### src/rtl/assert_macros.svh
// Assertion macros, used by the queue RTL.
`ifndef ASSERT_MACROS_SVH
`define ASSERT_MACROS_SVH
`ifndef ASSERT_OFF
// Property must hold at every rising clock edge outside reset.
`define ASSERT_ALWAYS(lbl, clk, rst_n, prop) \
	lbl: assert property (@(posedge clk) disable iff (!rst_n) (prop)) \
		else $error("assertion failed");
// Condition must never be true at a rising clock edge outside reset.
`define ASSERT_NEVER(lbl, clk, rst_n, cond) \
	lbl: assert property (@(posedge clk) disable iff (!rst_n) !(cond)) \
		else $error("forbidden condition seen");
`else
`define ASSERT_ALWAYS(lbl, clk, rst_n, prop)
`define ASSERT_NEVER(lbl, clk, rst_n, cond)
`endif
`endif

### src/rtl/avt_pkg.sv
// Types, codes and constants of the affine vertex transform.
`default_nettype none
package avt_pkg;
	localparam int MAX_ELEMENTS_DEF = 65536;
	localparam int COEFF_FRAC_DEF   = 12;
	localparam int FIFO_DEPTH       = 4;
	localparam int SUM_W            = 52;
	localparam int MAG_W            = 49;
	localparam int NORM_W           = 30;
	localparam int SQR_W            = 60;
	localparam int SQ_W             = 64;
	localparam int SQRT_STEPS       = 32;
	localparam int LEN_W            = 32;
	localparam int REM_W            = 48;
	localparam int QUO_W            = 17;

	localparam logic [63:0] ROW0_RST = 64'h0000_0000_0000_1000;
	localparam logic [63:0] ROW1_RST = 64'h0000_0000_1000_0000;
	localparam logic [63:0] ROW2_RST = 64'h0000_1000_0000_0000;

	typedef enum logic [2:0] {
		REG_ROW0,
		REG_ROW1,
		REG_ROW2,
		REG_START,
		REG_COUNT
	} reg_idx_t;

	localparam logic OP_POSITION = 1'b0;
	localparam logic OP_NORMAL   = 1'b1;

	localparam logic [1:0] ST_XFORM = 2'd0;
	localparam logic [1:0] ST_PASS  = 2'd1;
	localparam logic [1:0] ST_SAT   = 2'd2;
	localparam logic [1:0] ST_ZERO  = 2'd3;

	typedef logic [2:0][3:0][15:0] mat_t;

	typedef struct packed {
		logic               operation;
		logic [15:0]        elem_index;
		logic signed [31:0] coord_x;
		logic signed [31:0] coord_y;
		logic signed [31:0] coord_z;
	} in_item_t;

	typedef struct packed {
		logic signed [31:0] out_x;
		logic signed [31:0] out_y;
		logic signed [31:0] out_z;
		logic [1:0]         status;
	} out_item_t;

	typedef struct packed {
		logic        op;
		logic        xform;
		logic [31:0] x;
		logic [31:0] y;
		logic [31:0] z;
	} q_item_t;

	typedef struct packed {
		logic      norm;
		logic [2:0] neg;
		out_item_t res;
	} hold_t;

	typedef struct packed {
		hold_t                  hold;
		logic [2:0][NORM_W-1:0] mag;
	} nside_t;
endpackage
`default_nettype wire

### src/rtl/avt_fifo.sv
// Short queue between the front end and the arithmetic back end.
`default_nettype none
`include "assert_macros.svh"
module avt_fifo import avt_pkg::*; (
	input  wire logic    clk,
	input  wire logic    arst_n,
	input  wire logic    push,
	input  wire q_item_t push_item,
	output logic         full,
	input  wire logic    pop,
	output q_item_t      pop_item,
	output logic         empty
);
	localparam int PW = $clog2(FIFO_DEPTH);

	q_item_t     mem_q [FIFO_DEPTH];
	logic [PW-1:0] wr_q, rd_q;
	logic [PW:0]   cnt_q;

	assign full     = (cnt_q == (PW+1)'(FIFO_DEPTH));
	assign empty    = (cnt_q == '0);
	assign pop_item = mem_q[rd_q];

	always_ff @(posedge clk) begin
		if (push) begin
			mem_q[wr_q] <= push_item;
		end
	end

	always_ff @(posedge clk or negedge arst_n) begin
		if (!arst_n) begin
			wr_q  <= '0;
			rd_q  <= '0;
			cnt_q <= '0;
		end else begin
			if (push) begin
				wr_q <= wr_q + 1'b1;
			end
			if (pop) begin
				rd_q <= rd_q + 1'b1;
			end
			if (push && !pop) begin
				cnt_q <= cnt_q + 1'b1;
			end else if (pop && !push) begin
				cnt_q <= cnt_q - 1'b1;
			end
		end
	end

	`ASSERT_NEVER(a_cnt_over, clk, arst_n, cnt_q > (PW+1)'(FIFO_DEPTH))
	`ASSERT_ALWAYS(a_ptr_cnt, clk, arst_n, (wr_q - rd_q) == cnt_q[PW-1:0])
	`ASSERT_NEVER(a_pop_empty, clk, arst_n, pop && empty)
endmodule
`default_nettype wire

### config.mk
export PLATFORM = sky130hd
export DESIGN_NAME = avt_fifo
export DESIGN_NICKNAME = d
export VERILOG_FILES = /design/src/rtl/avt_pkg.sv /design/src/rtl/avt_fifo.sv
export VERILOG_INCLUDE_DIRS = /design/src /design/src/rtl
export SDC_FILE = /design/constraint.sdc
export NUM_CORES = 1
export LEC_CHECK = 0
export BUFFER_PORTS_ARGS = -buffer_cell sky130_fd_sc_hd__clkbuf_2
export CAP_MARGIN = 0
export CORE_ASPECT_RATIO = 0.6
export CORE_MARGIN = 3
export CORE_UTILIZATION = 30
export CTS_CLUSTER_DIAMETER = 120
export CTS_CLUSTER_SIZE = 12
export DETAILED_ROUTE_END_ITERATION = 6
export SLEW_MARGIN = 40
export SYNTH_ARGS = -nofsm -noshare
export SYNTH_HDL_FRONTEND = slang
export SYNTH_SLANG_ARGS = --single-unit
### constraint.sdc
create_clock -name clk -period 3.9 [get_ports clk]
set_input_delay 0.195 -clock clk [delete_from_list [all_inputs] [get_ports clk]]
set_output_delay 0.195 -clock clk [all_outputs]
set_load 0.005 [all_outputs]
**Yosys cells after proc, flatten, opt, wreduce, memory -nomap -nowiden**

Memories as Yosys holds them, arrays and structs flattened.
Index checks and enable logic that the tools add are counted.

- Register bits after elaboration: 7
- Latch bits: 0
- RAM bits: 392
- ROM bits: 0
- Bits of input ports: 102
- Output and inout bits: 100
- Word-level logic and storage cells: 19
- Memories kept: 1

- Add/sub/neg operators: 4
- Multipliers: 0
- Div/mod/pow operators: 0
- Order comparisons: 0
- Eq/ne operators: 1
- Shifts and indexed selects: 0
- Mux-type cells: 4
- Bitwise logic cells: 0
- Reduce and logical (&&, ||, !) cells: 6

Memory list:

| name | depth | bits a word | rd ports | clocked after Yosys merged registers in | wr ports | RTL line | text |
|---|---|---|---|---|---|---|---|
| mem_q | 4 | 98 | 1 | 0 | 1 | avt_fifo.sv:16 | `q_item_t mem_q [FIFO_DEPTH];` |

Operators with widths:

| kind | number |
|---|---|
| $mux 3 | 2 |
| $add 2x1->2 const B | 2 |
| $add 3x1->3 const B | 1 |
| $eq 3x3->1 const B | 1 |
| $logic_not 3->1 | 1 |
| $sub 3x1->3 const B | 1 |
| $logic_and 1x1->1 | 2 |
| $logic_not 1->1 | 2 |
| $mux 1 | 2 |
| $reduce_bool 2->1 | 1 |

**Logic depth before layout (Yosys ltp)**

- Depth after elaboration: 4
- Depth in mapped cells: 7
- Depth with buffers taken out: 7

**Worst setup path before layout**

No wires, ideal clock.

- Path type: register -> register
- From: reg wr_q[0]
- To: mem mem_q[2][0] (netlist bit), enable pin
- Setup time: 0.468 ns
- Arrival time: 2.882 ns
- Data required time: 3.432 ns
- Setup slack: 0.551 ns
- Stages on the path, launching flop included: 4
- Path buffers: 0
- Period minus slack after synthesis: 3.349 ns
- Path through: dfrtp_1 > inv_1 > ha_1 > and2_1

RTL lines:

| element | RTL line | text |
|---|---|---|
| from (decl) | avt_fifo.sv:17 | `logic [PW-1:0] wr_q, rd_q;` |
| from (signal assigned) | avt_fifo.sv:37 | `wr_q <= wr_q + 1'b1;` |
| to (decl) | avt_fifo.sv:16 |  |

No word-level cell before the write port.

==> flow_summary.ini <==
[timing]
hold_violations = 0
tightest_slew_ns = 0.759
setup-violations-final = 0
layout_min_cycle_time_ns = 2.66
worst_slack_ns = 1.24
slew_headroom = 0.494
timing.fmax_ghz = 0.376
finClkSkew_ns = 0.0135
hold_ws_ns = 0.0428
tns_ns = 0
post-route-period-util = 0.682
final_max_slew_viol_count = 0
rsz0062_at_grt = false

[finish]
final_cell_area_um2 = 18400
final_util = 0.384
drive_gt1_frac = 0.405
fillers = 4304
areaGrowthSynthToFinish_pct = 25.9
nNetsFinal = 985

[floorplan]
die_h_um = 177
core_um2 = 48000
io_pins = 202
design.die.area_um2 = 51600
chipWidth_um = 291
start_util = 0.305
rows = 62

[place]
dp_hpwl_mm = 17.0
dp_slack_ns = 1.76
post_dp_cell_area_um2 = 16400
place.gp.congestion = 0.676
io_buffer_count = 201

[critical_path]
reg2reg_setup_slack_ns = 1.82
crit_start = rd_q[1]
slowest_stage = dfrtp_4
reg2reg_to = mem_q[2][31]
start_kind = flop
path_delay_family = flip-flops
crit_type = reg2out
cp_max_fo = 54
cp_num_buf_inv = 2
worstPathRequired_ns = 3.70
path_cells = buf_12 -> mux4_2 -> clkbuf_2
max_stage_delay_ns = 0.91
critPathCaptureType = output port
critical_path_arrival_ns = 2.46
rr_worst_depth = 4
r2r_start = wr_q[0]

[power]
power.density_nw_per_um2 = 689
ir_drop_uv = 460
power.static_leakage_nw = 6.28

[yosys]
syn-instance-count = 546
netlist_area_um2 = 14600
avgSynthCellArea_um2 = 26.8
ys_types = 19
ys_warn_count = 0
syn-num-nets = 654
ys_seq_area_frac = 0.816
ys_ff_latch = 399

[clock_network]
ctsResizeCount = 0
cts_setup_buffers = 0
cts_tree = done
cts_made_buffers = 39
hold_buffers = 101
cts_htree_levels = 2
cts.path.max_buffers = 3
root_buffer = clkbuf_16
path_clk_slew_ns = 0.06
clk_latency_ns = 0.52
clkSinkCount = 399

[route]
drc = 0
routedWlPerCell_um = 19.0
vias_per_cell = 4.46
drt_iter0_markers = 461
vias = 6807
firstDrtPassIters = 4
ant_nets = 0
routed_wl_mm = 29.0

[global_route]
grt_util_all_layers = 0.110
grt_pass1_wl_mm = 43.9
grt_pass1_vias = 7260
grt_max_degree = 58
antenna_found_initial = 2
gr-total-overflow = 0

[hold_path]
hold_path.class = in2async

[flow_run]
drv_cap = 0

[outcome]
status = complete, no violations
[metal layers]
layer	wire, um	GRT usage	up-vias
met5	0	0	-
li1	-	-	3003
met3	1890	0.0300	49
met1	12900	0.150	3565
met2	13600	0.178	190
met4	542	0.0253	0
[logic make-up after synthesis]
family,count (synthesis),synth area share
flops,399,0.816
mux,99,0.152
buf+inv,26,0.0194
simple gates,9,0.00333
xor+xnor,6,0.00359
fa+ha+maj,6,0.00564
compound gates,1,0.000342
[cell usage after synthesis]
library cell  number  share of area
buf_12            10          0.014
inv_1              4         0.0010
buf_2             10         0.0034
buf_4              1        0.00051
nor3b_1            1        0.00051
fa_1               1         0.0014
ha_1               5         0.0043
mux4_2            98           0.15
nor3_1             1        0.00034
dfrtp_1            7          0.012
xor2_1             4         0.0024
and2_1             4         0.0017
nor2_1             1        0.00026
buf_6              1        0.00077
o21ai_0            1        0.00034
xnor2_1            2         0.0012
edfxtp_1         392           0.80
nand2_1            2        0.00051
mux2_2             1        0.00077
[metrics by stage]
step                instances  power, W
finish                   1526    0.0127
global route             1526    0.0134
CTS                      1525    0.0130
detailed placement       1375   0.00949
global placement         1375   0.00945
floorplan                 546   0.00822
[flip-flops by register name, summed over array words and instances, names as in the netlist]
signal and count:
cnt_q 3, mem_q 392, rd_q 2, wr_q 2
[layout by cell type (no fill, tap or decap)]
cell / count
dfrtp_1: 5
and2_4: 4
fa_1: 1
nor3b_1: 1
dlygate4sd3_1: 101
diode_2: 1
inv_1: 4
buf_4: 3
nand2_1: 2
edfxtp_1: 392
mux4_2: 98
o21ai_0: 1
nor2_1: 1
clkbuf_2: 201
xnor2_1: 2
dfrtp_4: 2
buf_12: 7
xor2_1: 4
nor3_1: 1
clkbuf_16: 41
ha_1: 5
inv_8: 1
clkbuf_1: 7
mux2_2: 1
[worst register-to-register path, stage by stage (launching register included)]
cell and delay (ns):
dfrtp_1 0.42, inv_1 0.10, ha_1 0.15, and2_4 0.60, buf_12 0.41
[worst max-delay path by stage]
stage / endpoint / slack [ns] / depth (start not counted)
floorplan: mem_q[2][0] / 0.55 / 3
global placement: pop_item[17] / 1.78 / 3
detailed placement: mem_q[2][22] / 1.76 / 4
CTS: pop_item[23] / 1.20 / 3
global route: pop_item[23] / 1.12 / 3
finish: pop_item[23] / 1.24 / 3
[cell type report]
| class | count | area (um^2) | area share |
|---|---|---|---|
| flip-flops and latches | 399 | 12000 | 0.649 |
| multi-input cells | 121 | 2420 | 0.131 |
| repair buffers | 312 | 2180 | 0.118 |
| clock buffers | 48 | 1050 | 0.0571 |
| well taps | 640 | 801 | 0.0434 |
| inverters | 4 | 15.0 | 0.000815 |
| clock inverters | 1 | 11.3 | 0.000611 |
| diodes | 1 | 2.50 | 0.000136 |
[report_power, final]
| group | switching, W | internal [W] |
|---|---|---|
| Combinational | 0.00173 | 0.00174 |
| Sequential | 0.000284 | 0.00561 |
| Clock | 0.00147 | 0.00188 |
No activity file was read; power rests on OpenSTA's default activity.
