**src/rtl/assert_macros.svh**
```systemverilog
// Assertion macros, used by the queue RTL.
`ifndef ASSERT_MACROS_SVH
`define ASSERT_MACROS_SVH
`ifndef ASSERT_OFF
// Property must hold at every rising clock edge outside reset.
`define ASSERT_ALWAYS(lbl, clk, rst_n, prop) \
	lbl: assert property (@(posedge clk) disable iff (!rst_n) (prop)) \
		else $error("assertion failed");
// Condition must never be true at a rising clock edge outside reset.
`define ASSERT_NEVER(lbl, clk, rst_n, cond) \
	lbl: assert property (@(posedge clk) disable iff (!rst_n) !(cond)) \
		else $error("forbidden condition seen");
`else
`define ASSERT_ALWAYS(lbl, clk, rst_n, prop)
`define ASSERT_NEVER(lbl, clk, rst_n, cond)
`endif
`endif

```
**src/rtl/avt_pkg.sv**
```systemverilog
// Types, codes and constants of the affine vertex transform.
`default_nettype none
package avt_pkg;
	localparam int MAX_ELEMENTS_DEF = 65536;
	localparam int COEFF_FRAC_DEF   = 12;
	localparam int FIFO_DEPTH       = 4;
	localparam int SUM_W            = 52;
	localparam int MAG_W            = 49;
	localparam int NORM_W           = 30;
	localparam int SQR_W            = 60;
	localparam int SQ_W             = 64;
	localparam int SQRT_STEPS       = 32;
	localparam int LEN_W            = 32;
	localparam int REM_W            = 48;
	localparam int QUO_W            = 17;

	localparam logic [63:0] ROW0_RST = 64'h0000_0000_0000_1000;
	localparam logic [63:0] ROW1_RST = 64'h0000_0000_1000_0000;
	localparam logic [63:0] ROW2_RST = 64'h0000_1000_0000_0000;

	typedef enum logic [2:0] {
		REG_ROW0,
		REG_ROW1,
		REG_ROW2,
		REG_START,
		REG_COUNT
	} reg_idx_t;

	localparam logic OP_POSITION = 1'b0;
	localparam logic OP_NORMAL   = 1'b1;

	localparam logic [1:0] ST_XFORM = 2'd0;
	localparam logic [1:0] ST_PASS  = 2'd1;
	localparam logic [1:0] ST_SAT   = 2'd2;
	localparam logic [1:0] ST_ZERO  = 2'd3;

	typedef logic [2:0][3:0][15:0] mat_t;

	typedef struct packed {
		logic               operation;
		logic [15:0]        elem_index;
		logic signed [31:0] coord_x;
		logic signed [31:0] coord_y;
		logic signed [31:0] coord_z;
	} in_item_t;

	typedef struct packed {
		logic signed [31:0] out_x;
		logic signed [31:0] out_y;
		logic signed [31:0] out_z;
		logic [1:0]         status;
	} out_item_t;

	typedef struct packed {
		logic        op;
		logic        xform;
		logic [31:0] x;
		logic [31:0] y;
		logic [31:0] z;
	} q_item_t;

	typedef struct packed {
		logic      norm;
		logic [2:0] neg;
		out_item_t res;
	} hold_t;

	typedef struct packed {
		hold_t                  hold;
		logic [2:0][NORM_W-1:0] mag;
	} nside_t;
endpackage
`default_nettype wire

```
**src/rtl/avt_front.sv**
```systemverilog
// Front end: configuration registers and range classification of items.
`default_nettype none
module avt_front import avt_pkg::*; #(
	parameter int MAX_ELEMENTS = MAX_ELEMENTS_DEF
) (
	input  wire logic        clk,
	input  wire logic        arst_n,
	input  wire logic        in_valid,
	output logic             in_ready,
	input  wire in_item_t    in_data,
	input  wire logic        cfg_valid,
	output logic             cfg_ready,
	input  wire logic [2:0]  cfg_index,
	input  wire logic [63:0] cfg_data,
	output logic             push,
	output q_item_t          push_item,
	input  wire logic        full,
	output mat_t             mat
);
	localparam int RW = ($clog2(MAX_ELEMENTS) + 1 > 18) ? $clog2(MAX_ELEMENTS) + 1 : 18;

	mat_t        mat_q;
	logic [15:0] start_q;
	logic [16:0] count_q;
	logic [RW-1:0] start_w, sum_w, end_w, max_w, idx_w;

	assign cfg_ready = 1'b1;
	assign mat = mat_q;

	always_ff @(posedge clk or negedge arst_n) begin
		if (!arst_n) begin
			mat_q[0] <= ROW0_RST;
			mat_q[1] <= ROW1_RST;
			mat_q[2] <= ROW2_RST;
			start_q  <= '0;
			count_q  <= '0;
		end else if (cfg_valid) begin
			case (cfg_index)
				REG_ROW0:  mat_q[0] <= cfg_data;
				REG_ROW1:  mat_q[1] <= cfg_data;
				REG_ROW2:  mat_q[2] <= cfg_data;
				REG_START: start_q  <= cfg_data[15:0];
				REG_COUNT: count_q  <= cfg_data[16:0];
				default: ;
			endcase
		end
	end

	// end of range: start + count, clipped to the array size; zero count runs to the end
	assign start_w = RW'(start_q);
	assign sum_w   = RW'(start_q) + RW'(count_q);
	assign max_w   = RW'(MAX_ELEMENTS);
	assign idx_w   = RW'(in_data.elem_index);
	assign end_w   = (count_q != '0 && sum_w < max_w) ? sum_w : max_w;

	assign in_ready = !full;
	assign push     = in_valid && !full;

	always_comb begin
		push_item.op    = in_data.operation;
		push_item.xform = (start_w < max_w) && (idx_w >= start_w) && (idx_w < end_w);
		push_item.x     = in_data.coord_x;
		push_item.y     = in_data.coord_y;
		push_item.z     = in_data.coord_z;
	end
endmodule
`default_nettype wire

```
**config.mk**
```make
export PLATFORM = sky130hd
export DESIGN_NAME = avt_front
export DESIGN_NICKNAME = d
export VERILOG_FILES = /design/src/rtl/assert_macros.svh /design/src/rtl/avt_pkg.sv /design/src/rtl/avt_front.sv
export SDC_FILE = /design/constraint.sdc
export NUM_CORES = 1
export LEC_CHECK = 0
export ABC_AREA = 1
export BUFFER_PORTS_ARGS = -buffer_cell sky130_fd_sc_hd__clkbuf_2
export CAP_MARGIN = 30
export CORE_ASPECT_RATIO = 0.5
export CORE_MARGIN = 5
export CORE_UTILIZATION = 34
export CTS_BUF_LIST = sky130_fd_sc_hd__clkbuf_8
export CTS_CLUSTER_SIZE = 24
export DETAILED_ROUTE_END_ITERATION = 12
export PLACE_DENSITY = 0.61
export SETUP_SLACK_MARGIN = 0.1
export SLEW_MARGIN = 10
export SYNTH_ARGS = -nofsm -noshare
export SYNTH_HDL_FRONTEND = slang
export SYNTH_SLANG_ARGS = --single-unit
```
**constraint.sdc**
```tcl
create_clock -name clk -period 3.1 [get_ports clk]
set_clock_uncertainty 0.1 [all_clocks]
set_input_delay 0.31 -clock clk [delete_from_list [all_inputs] [get_ports clk]]
set_output_delay 0.31 -clock clk [all_outputs]
set_load 0.1 [all_outputs]
```
; Word level (Yosys, flattened, before mapping)
; Cells that the tools add are included.
[classes]
n_addsub = 1
order_cmp = 4
n_eq_ne = 4
n_mux = 1
n_reduce_logical = 12
[op_table]
columns = op, n
row1 = $add A16 B17 Y18, 1
row2 = $lt A16 B18 Y1, 1
row3 = $lt A18 B17 Y1 const B, 1
row4 = $mux W18, 1
row5 = $lt A16 B17 Y1 const B, 1
row6 = $reduce_bool A17 Y1, 1
row7 = $ge A16 B16 Y1, 1
row8 = $reduce_and A2 Y1, 5
row9 = $eq A3 B2 Y1 const B, 2
row10 = $logic_and A1 B1 Y1, 4
row11 = $eq A3 B1 Y1 const B, 1
row12 = $eq A3 B3 Y1 const B, 1
row13 = $logic_not A3 Y1, 1
row14 = $logic_not A1 Y1, 1
[totals]
ff_bits = 225
inputBits = 185
out_inout_bits = 293

; Longest topological paths before layout
; Gate-level depths: netlist of the first run.
[logic_depth]
ltp_word = 6
mapped_depth = 27
mapped_depth_nobuf = 26

; Least setup slack after synthesis of the first run
; Ideal clock, no wire load.
[synth_path]
path_type = register to output
startpoint = register start_q[0]
endpoint = output port push_item[96] (netlist name)
t_arrival_ns = 4.150
slack_ns = -1.460
stages_incl_launch_ff = 24
path_cell_list = dfrtp_1 -> ha_1 -> inv_1 -> fa_1 -> inv_1 -> nand3_1 -> nand2_1 -> nand2_2 -> nand2_2 -> nand2_2 -> nand3_2 -> nand2_2 -> nor2_4 -> buf_12 -> nand3_2 -> ha_1 -> a21o_1 -> nor2_1 -> nand3_1 -> nand2_1 -> nand2_1 -> nand2_1 -> nand3_1 -> a21oi_1
[synth_rtl]
columns = element, line_no
row1 = "start, declared", avt_front.sv:23  ; logic [15:0] start_q;
row2 = "start signal, assigned", avt_front.sv:42  ; REG_START: start_q <= cfg_data[15:0];
row3 = "end, declared", avt_front.sv:16  ; output q_item_t push_item,

==> impl_metrics.json, run 1 <==
{
  "die_height_um": 135,
  "power-per-cell-area_nw_per_um2": 926,
  "final.min_clock_period_ns": 3.98,
  "run_status": "complete, but fails checks",
  "report.final.slew_viol_count": 0,
  "critical_path.max_fanout": 4,
  "die_x_um": 261,
  "antenna_violations_before_repair": 0,
  "dp_hpwl_um": 22200,
  "worst_hold_path_type": "input pin to flip-flop",
  "cts-buffers-inserted": 36,
  "detail-route-antenna-nets": 0,
  "floorplan.rows": 45,
  "synth.cell_area_um2": 10700,
  "globalRouteTotalUtil_pct": 16.9,
  "dpl_worst_slack_ns": -0.431,
  "power.switching_mw": 6.57,
  "fraction_of_layout_instances_using_a_drive_strength_above_1_pct": 31.5,
  "combinational_family_with_the_most_area_after_synthesis": "simple AND/OR/NAND/NOR gates",
  "finish.instance_area_um2": 14000,
  "p_sw_share_pct": 50.8,
  "pwr-share-comb_pct": 51.0,
  "cts_tree": "built",
  "drtIter0Drc": 483,
  "synthAdderAreaFrac_pct": 5.68,
  "dominantRegCellSynth": "dfrtp_1",
  "placed_cells": 1857,
  "post-route-period-util_pct": 128,
  "ys_async_sr_fraction_pct": 100,
  "worstReg2RegStart": "start_q[7]",
  "detail_route.wl_per_cell_um": 15.4,
  "synthMuxAreaShare_pct": 0,
  "utilization_after_layout_pct": 45.5,
  "post_synth_xor_area_fraction_pct": 0.246,
  "synth_seq_area_share_pct": 52.6,
  "min_delay_worst_endpoint": "mat[3]",
  "rsz0062_at_grt": "true",
  "timing.hold.worst_path_depth": 3,
  "worst_hold_margin_ns": 0.0446,
  "placedInstanceArea_um2": 12600,
  "clockRootBuffer": "clkbuf_8",
  "hold_violations": 0,
  "postRouteWirelength_um": 30500,
  "fin_ws_ns": -0.880,
  "reg2reg_depth": 3,
  "clockPowerShare_pct": 19.5,
  "place_congestion": 0.840,
  "critical_path_capture_point_type": "output pin",
  "yosys_warnings": 0,
  "avgViaCountPerCell": 4.43,
  "grt_first_pass_wirelength_um": 48100,
  "core_um2": 30700,
  "synth_compound_area_share_pct": 12.5,
  "finalNonFillerCells": 1982,
  "syn-mean-instance-area_um2": 8.84,
  "postSynthRegisterBits": 225,
  "dieArea_um2": 35300,
  "synth_simple_gate_area_share_pct": 16.1,
  "gate_count_post_synth": 1210,
  "detailroute.via_count": 8775,
  "criticalPathCategory": "flip-flop to output pin",
  "insertion_delay_ns": 0.51,
  "worstHoldStart": "cfg_data[3]",
  "slew_headroom_pct": 55.6,
  "port-buffer-count": 282,
  "number_of_global_route_vias_before_repair": 8877,
  "drcViolationCount": 0,
  "globalRouteOverflowTotal": 0,
  "max_cap_violations": 0,
  "sink_count": 225,
  "max-clock-path-buffers": 3,
  "cellLeakagePower_nw": 7.59,
  "worst_slew_pin_slew_ns": 0.665,
  "setup_viol_count_final": 1,
  "count_of_flip_flops_with_a_built_in_enable_after_synthesis": 0,
  "drt_first_pass_iters": 5,
  "num_antenna_cells": 0,
  "worst-endpoint-required_ns": 2.69,
  "htreeDepth": 2,
  "top_level_ports": 478,
  "area_delta_synth_final_pct": 30.4,
  "regToRegSetupSlack_ns": 2.18,
  "fmax_mhz": 251,
  "synth.net_count": 1443,
  "arrival_ns": 3.57,
  "largest_net_degree_at_the_start_of_global_routing": 119,
  "post_layout_net_count": 1764,
  "p_int_mw": 6.36,
  "failed_checks": "negative setup slack",
  "crit-reg2reg-capture": "start_q[7]",
  "power_share_of_the_sequential_group_pct": 29.5,
  "synthDistinctLibCells": 32,
  "critPathLaunchType": "flip-flop",
  "clkTransAtPathRegs_ns": 0.06,
  "worst_ir_drop_vdd_mv": 0.584,
  "start_util_pct": 34.9
}
==> cell families after synthesis <==
| logic type | after synthesis |
|---|---|
| other cells | 1 |
| xor+xnor | 3 |
| buf+inv | 262 |
| simple gates | 409 |
| flops | 225 |
| compound gates | 262 |
| fa+ha+maj | 48 |
==> power groups by stage <==
stage	clock network (mW)	registers [mW]	logic, mW
after global routing	2.74	3.88	6.99
after CTS	2.61	3.81	6.63
after floorplan	0	7.30	2.06
after global placement	0	3.84	6.42
after detailed placement	0	3.85	6.46
final	2.51	3.82	6.59
==> flip-flops by register name, summed over array words and instances (netlist names) <==
name     cells
mat        192
count_q     17
start_q     16
==> critical path: stages (launching register included) <==
cell and delay [ns]:
dfrtp_1 0.35, ha_2 0.19, inv_2 0.04, fa_2 0.32, inv_2 0.07, nand3_2 0.06
nand2_2 0.09, nand2_2 0.05, nand2_2 0.07, nand2_2 0.06, nand3_2 0.07, nand2_2 0.06
nor2_4 0.12, buf_6 0.13, buf_16 0.11, nand3_4 0.06, ha_4 0.21, a21o_1 0.15
nor2_1 0.12, nand3_2 0.10, nand2_1 0.08, nand2_1 0.05, nand2_1 0.07, nand3_2 0.08
a21oi_4 0.16, buf_12 0.19
==> cell usage in the layout (no fill, tap or decap), types with 3 or more instances in the layout <==
cell type	count
dfrtp_1	222
nand4_1	3
nand2_4	3
nand3_2	10
a21oi_1	21
or2_2	11
clkbuf_8	43
o21ai_0	231
nand3_1	15
clkinv_2	4
nand2_1	312
xor2_1	3
nor2_1	30
a21oi_2	4
clkbuf_2	280
dfstp_2	3
buf_4	87
ha_4	9
dlygate4sd3_1	51
inv_1	128
buf_6	3
nand3b_1	4
ha_1	37
nand2_2	12
nor3_1	3
inv_2	4
buf_12	7
==> layer usage <==
metal  up-vias  track usage (%)  part of all wire (%)  wire [um]
met3       106             3.05                   4.3       1320
li1       4429                -                     -          -
met4         0             7.91                   4.4       1340
met1      4056             20.7                    42      12800
met5         -                0                     0          0
met2       184             29.3                    49      15000
==> stage by stage <==
step / power, mW / TNS, ns
detailed placement: 10.3 / -0.431
floorplan: 9.35 / -0.524
global placement: 10.3 / -0.359
finish: 12.9 / -0.880
CTS: 13.1 / -0.937
global route: 13.6 / -1.18
==> cell usage after synthesis (8+ instances only) <==
library cell	n	area, um2
buf_4	98	736
o21ai_0	231	1160
nand2_2	12	75.1
nor2_1	30	113
nand3_1	18	90.1
clkbuf_1	48	180
ha_1	47	588
nand3_2	8	80.1
a21oi_1	22	110
or2_2	11	68.8
inv_1	112	420
nand2_1	314	1180
dfrtp_1	222	5560
==> repair_timing <==
item	in CTS	in global routing
pin swaps	16	0
endpoints found under the setup margin	1	1
resized for setup	7	2
buffers inserted	6	0
hold buffers	51	0
hold endpoints to repair	222	0
cloned	1	0
==> layout make-up <==
cell class              instances  area [um2]
clock buffers                  43         592
multi-input cells             723        3860
fillers                      3006       16700
clock inverters                23         121
repair buffers                430        2780
flip-flops and latches        225        5630
inverters                     115         433
well taps                     423         529
==> worst max-delay path by stage <==
stage / startpoint / end / slack [ns] / cells after the start
after global routing: count_q[0] / push_item[96] / -1.18 / 26
after global placement: count_q[0] / push_item[96] / -0.36 / 23
final: start_q[0] / push_item[96] / -0.88 / 25
after detailed placement: count_q[0] / push_item[96] / -0.43 / 23
after CTS: start_q[0] / push_item[96] / -0.94 / 26
after floorplan: count_q[0] / push_item[96] / -0.52 / 24
(Power assumes the default switching activity.)
==> inputs of run 2 (changes only) <==
Settings changed: CAP_MARGIN 30 to 20, CORE_ASPECT_RATIO 0.5 to 0.6.
==> impl_metrics.json, run 2 (synthesis gave the netlist of run 1 again) <==
{
  "run_status": "complete, but fails checks",
  "failed_checks": "negative setup slack",
  "die_height_um": 147,
  "floorplan.rows": 50,
  "max-clock-path-buffers": 3,
  "report.final.slew_viol_count": 0,
  "fmax_mhz": 244,
  "post_layout_net_count": 1749,
  "detail-route-antenna-nets": 0,
  "worst_hold_path_type": "input pin to flip-flop",
  "power-per-cell-area_nw_per_um2": 943,
  "insertion_delay_ns": 0.52,
  "rsz0062_at_grt": "true",
  "drt_first_pass_iters": 5,
  "place_congestion": 0.844,
  "totalNegativeSetupSlack_ns": -0.993,
  "drcViolationCount": 0,
  "multi_input_area_um2": 3900,
  "dpl_worst_slack_ns": -0.534,
  "hold_violations": 0,
  "die_x_um": 239,
  "final.min_clock_period_ns": 4.09,
  "finish.instance_area_um2": 13900,
  "htreeDepth": 2,
  "critical_path_capture_point_type": "output pin",
  "detailroute.via_count": 8906,
  "antenna_violations_before_repair": 0,
  "criticalPathCategory": "flip-flop to output pin",
  "clockRootBuffer": "clkbuf_8",
  "cts-buffers-inserted": 36,
  "sink_count": 225,
  "power.switching_mw": 6.62,
  "max_cap_violations": 0,
  "drtIter0Drc": 612,
  "pwr-share-comb_pct": 50.1,
  "globalRouteTotalUtil_pct": 17.4,
  "num_antenna_cells": 0,
  "worst-endpoint-required_ns": 2.69,
  "critical_path.max_fanout": 5,
  "fraction_of_layout_instances_using_a_drive_strength_above_1_pct": 31.9,
  "critPathLaunchType": "flip-flop",
  "crit_path_cell_trace": "ha_2 > inv_2 > fa_2 > inv_2 > nand3_2 > nand2_2 > nand2_2 > nand2_4 > nand2_2 > nand3_2 > nand2_2 > nor2_4 > buf_12 > nand3_4 > ha_4 > a21o_1 > nor2_1 > nand3_2 > nand2_1 > nand2_1 > nand2_1 > nand3_2 > a21oi_4 > buf_12",
  "layout.area.seq_um2": 5630,
  "utilization_after_layout_pct": 44.7,
  "fillers": 3013,
  "p_int_mw": 6.49,
  "placedInstanceArea_um2": 12500,
  "power_share_of_the_sequential_group_pct": 29.2,
  "clockPowerShare_pct": 20.7,
  "dp_hpwl_um": 22700,
  "dieArea_um2": 35200,
  "port-buffer-count": 282,
  "clkTransAtPathRegs_ns": 0.06,
  "post-route-period-util_pct": 132,
  "number_of_global_route_vias_before_repair": 8860,
  "detail_route.wl_per_cell_um": 16.0,
  "setup_viol_count_final": 1,
  "cellLeakagePower_nw": 7.49,
  "globalRouteOverflowTotal": 0,
  "final_cell_mix": "310 x nand2_1, 280 x clkbuf_2, 231 x o21ai_0, 222 x dfrtp_1, 118 x inv_1",
  "cts_tree": "built",
  "worst_slew_pin_slew_ns": 0.693,
  "top_level_ports": 478,
  "max_stage_delay_ns": 0.36,
  "most_common_library_cell_in_the_layout_ignoring_fill_and_taps": "nand2_1",
  "fin_ws_ns": -0.993,
  "p_sw_share_pct": 50.5,
  "worst_ir_drop_vdd_mv": 0.553,
  "start_util_pct": 34.4,
  "largest_reg_flops": 192,
  "avgViaCountPerCell": 4.55,
  "reg2reg_depth": 3,
  "postRouteWirelength_um": 31400,
  "timing.hold.worst_path_depth": 3,
  "worst_hold_margin_ns": 0.0390,
  "cp_slowest_cell": "dfrtp_1",
  "largest_net_degree_at_the_start_of_global_routing": 87,
  "area_delta_synth_final_pct": 29.8,
  "arrival_ns": 3.68,
  "slew_headroom_pct": 53.8,
  "core_um2": 31100,
  "grt_first_pass_wirelength_um": 49800
}
## run 2: power groups by stage
| stage | combinational (mW) | sequential [mW] | clock [mW] |
|---|---|---|---|
| 6_report | 6.56 | 3.83 | 2.72 |
| 3_3_place_gp | 6.36 | 3.84 | 0 |
| 5_1_grt | 6.97 | 3.89 | 2.98 |
| 4_1_cts | 6.55 | 3.82 | 2.83 |
| 3_5_place_dp | 6.41 | 3.86 | 0 |
| 2_1_floorplan | 2.06 | 7.30 | 0 |
## run 2: path summary, 6_finish.rpt
| path | slack, ns | endpoint | from |
|---|---|---|---|
| setup / recovery | -0.99 | push_item[96] | count_q[0] |
| setup reg to reg | 2.18 | start_q[2] | start_q[2] |
| hold reg to reg | 0.38 | mat[55] | mat[55] |
| min in group asynchronous | 0.24 | mat[43] | arst_n |
| max in group asynchronous | 1.80 | mat[92] | arst_n |
| hold / removal | 0.04 | mat[12] | cfg_data[12] |
## run 2: metrics by stage
stage,instances,power [mW]
after CTS,1957,13.2
after global placement,1842,10.2
after detailed placement,1842,10.3
after global routing,1957,13.8
after floorplan,1210,9.35
final,1957,13.1
## run 2: critical path, delay by kind of cell (launching register included)
kind	cells	cell delay (ns)
and+or+nand+nor	15	1.26
AOI/OAI and AO/OA	2	0.33
adders and majority gates	3	0.73
DFF	1	0.36
buffers and inverters	4	0.46
## run 2: area by class of cell
cell class,count,share of cell area [%]
inverters,115,3.12
flip-flops and latches,225,40.6
multi-input cells,723,28.1
repair buffers,415,18.9
clock inverters,16,0.901
well taps,416,3.75
clock buffers,47,4.66
## run 2: metal layers
layer | global-route usage, % | share of wire (%) | up-vias
li1 | - | - | 4390
met1 | 25.0 | 46 | 4150
met2 | 25.6 | 43 | 320
met3 | 5.65 | 8.8 | 46
met4 | 4.45 | 1.7 | 0
met5 | 0 | 0 | -
## run 2: what timing repair did
action                     CTS  global route
hold endpoints to repair   206             0
setup endpoints to repair    1             1
gates resized for setup      5             9
pin swaps                   10             9
setup buffers                2             0
hold buffers                49             0
gates cloned                 1             0
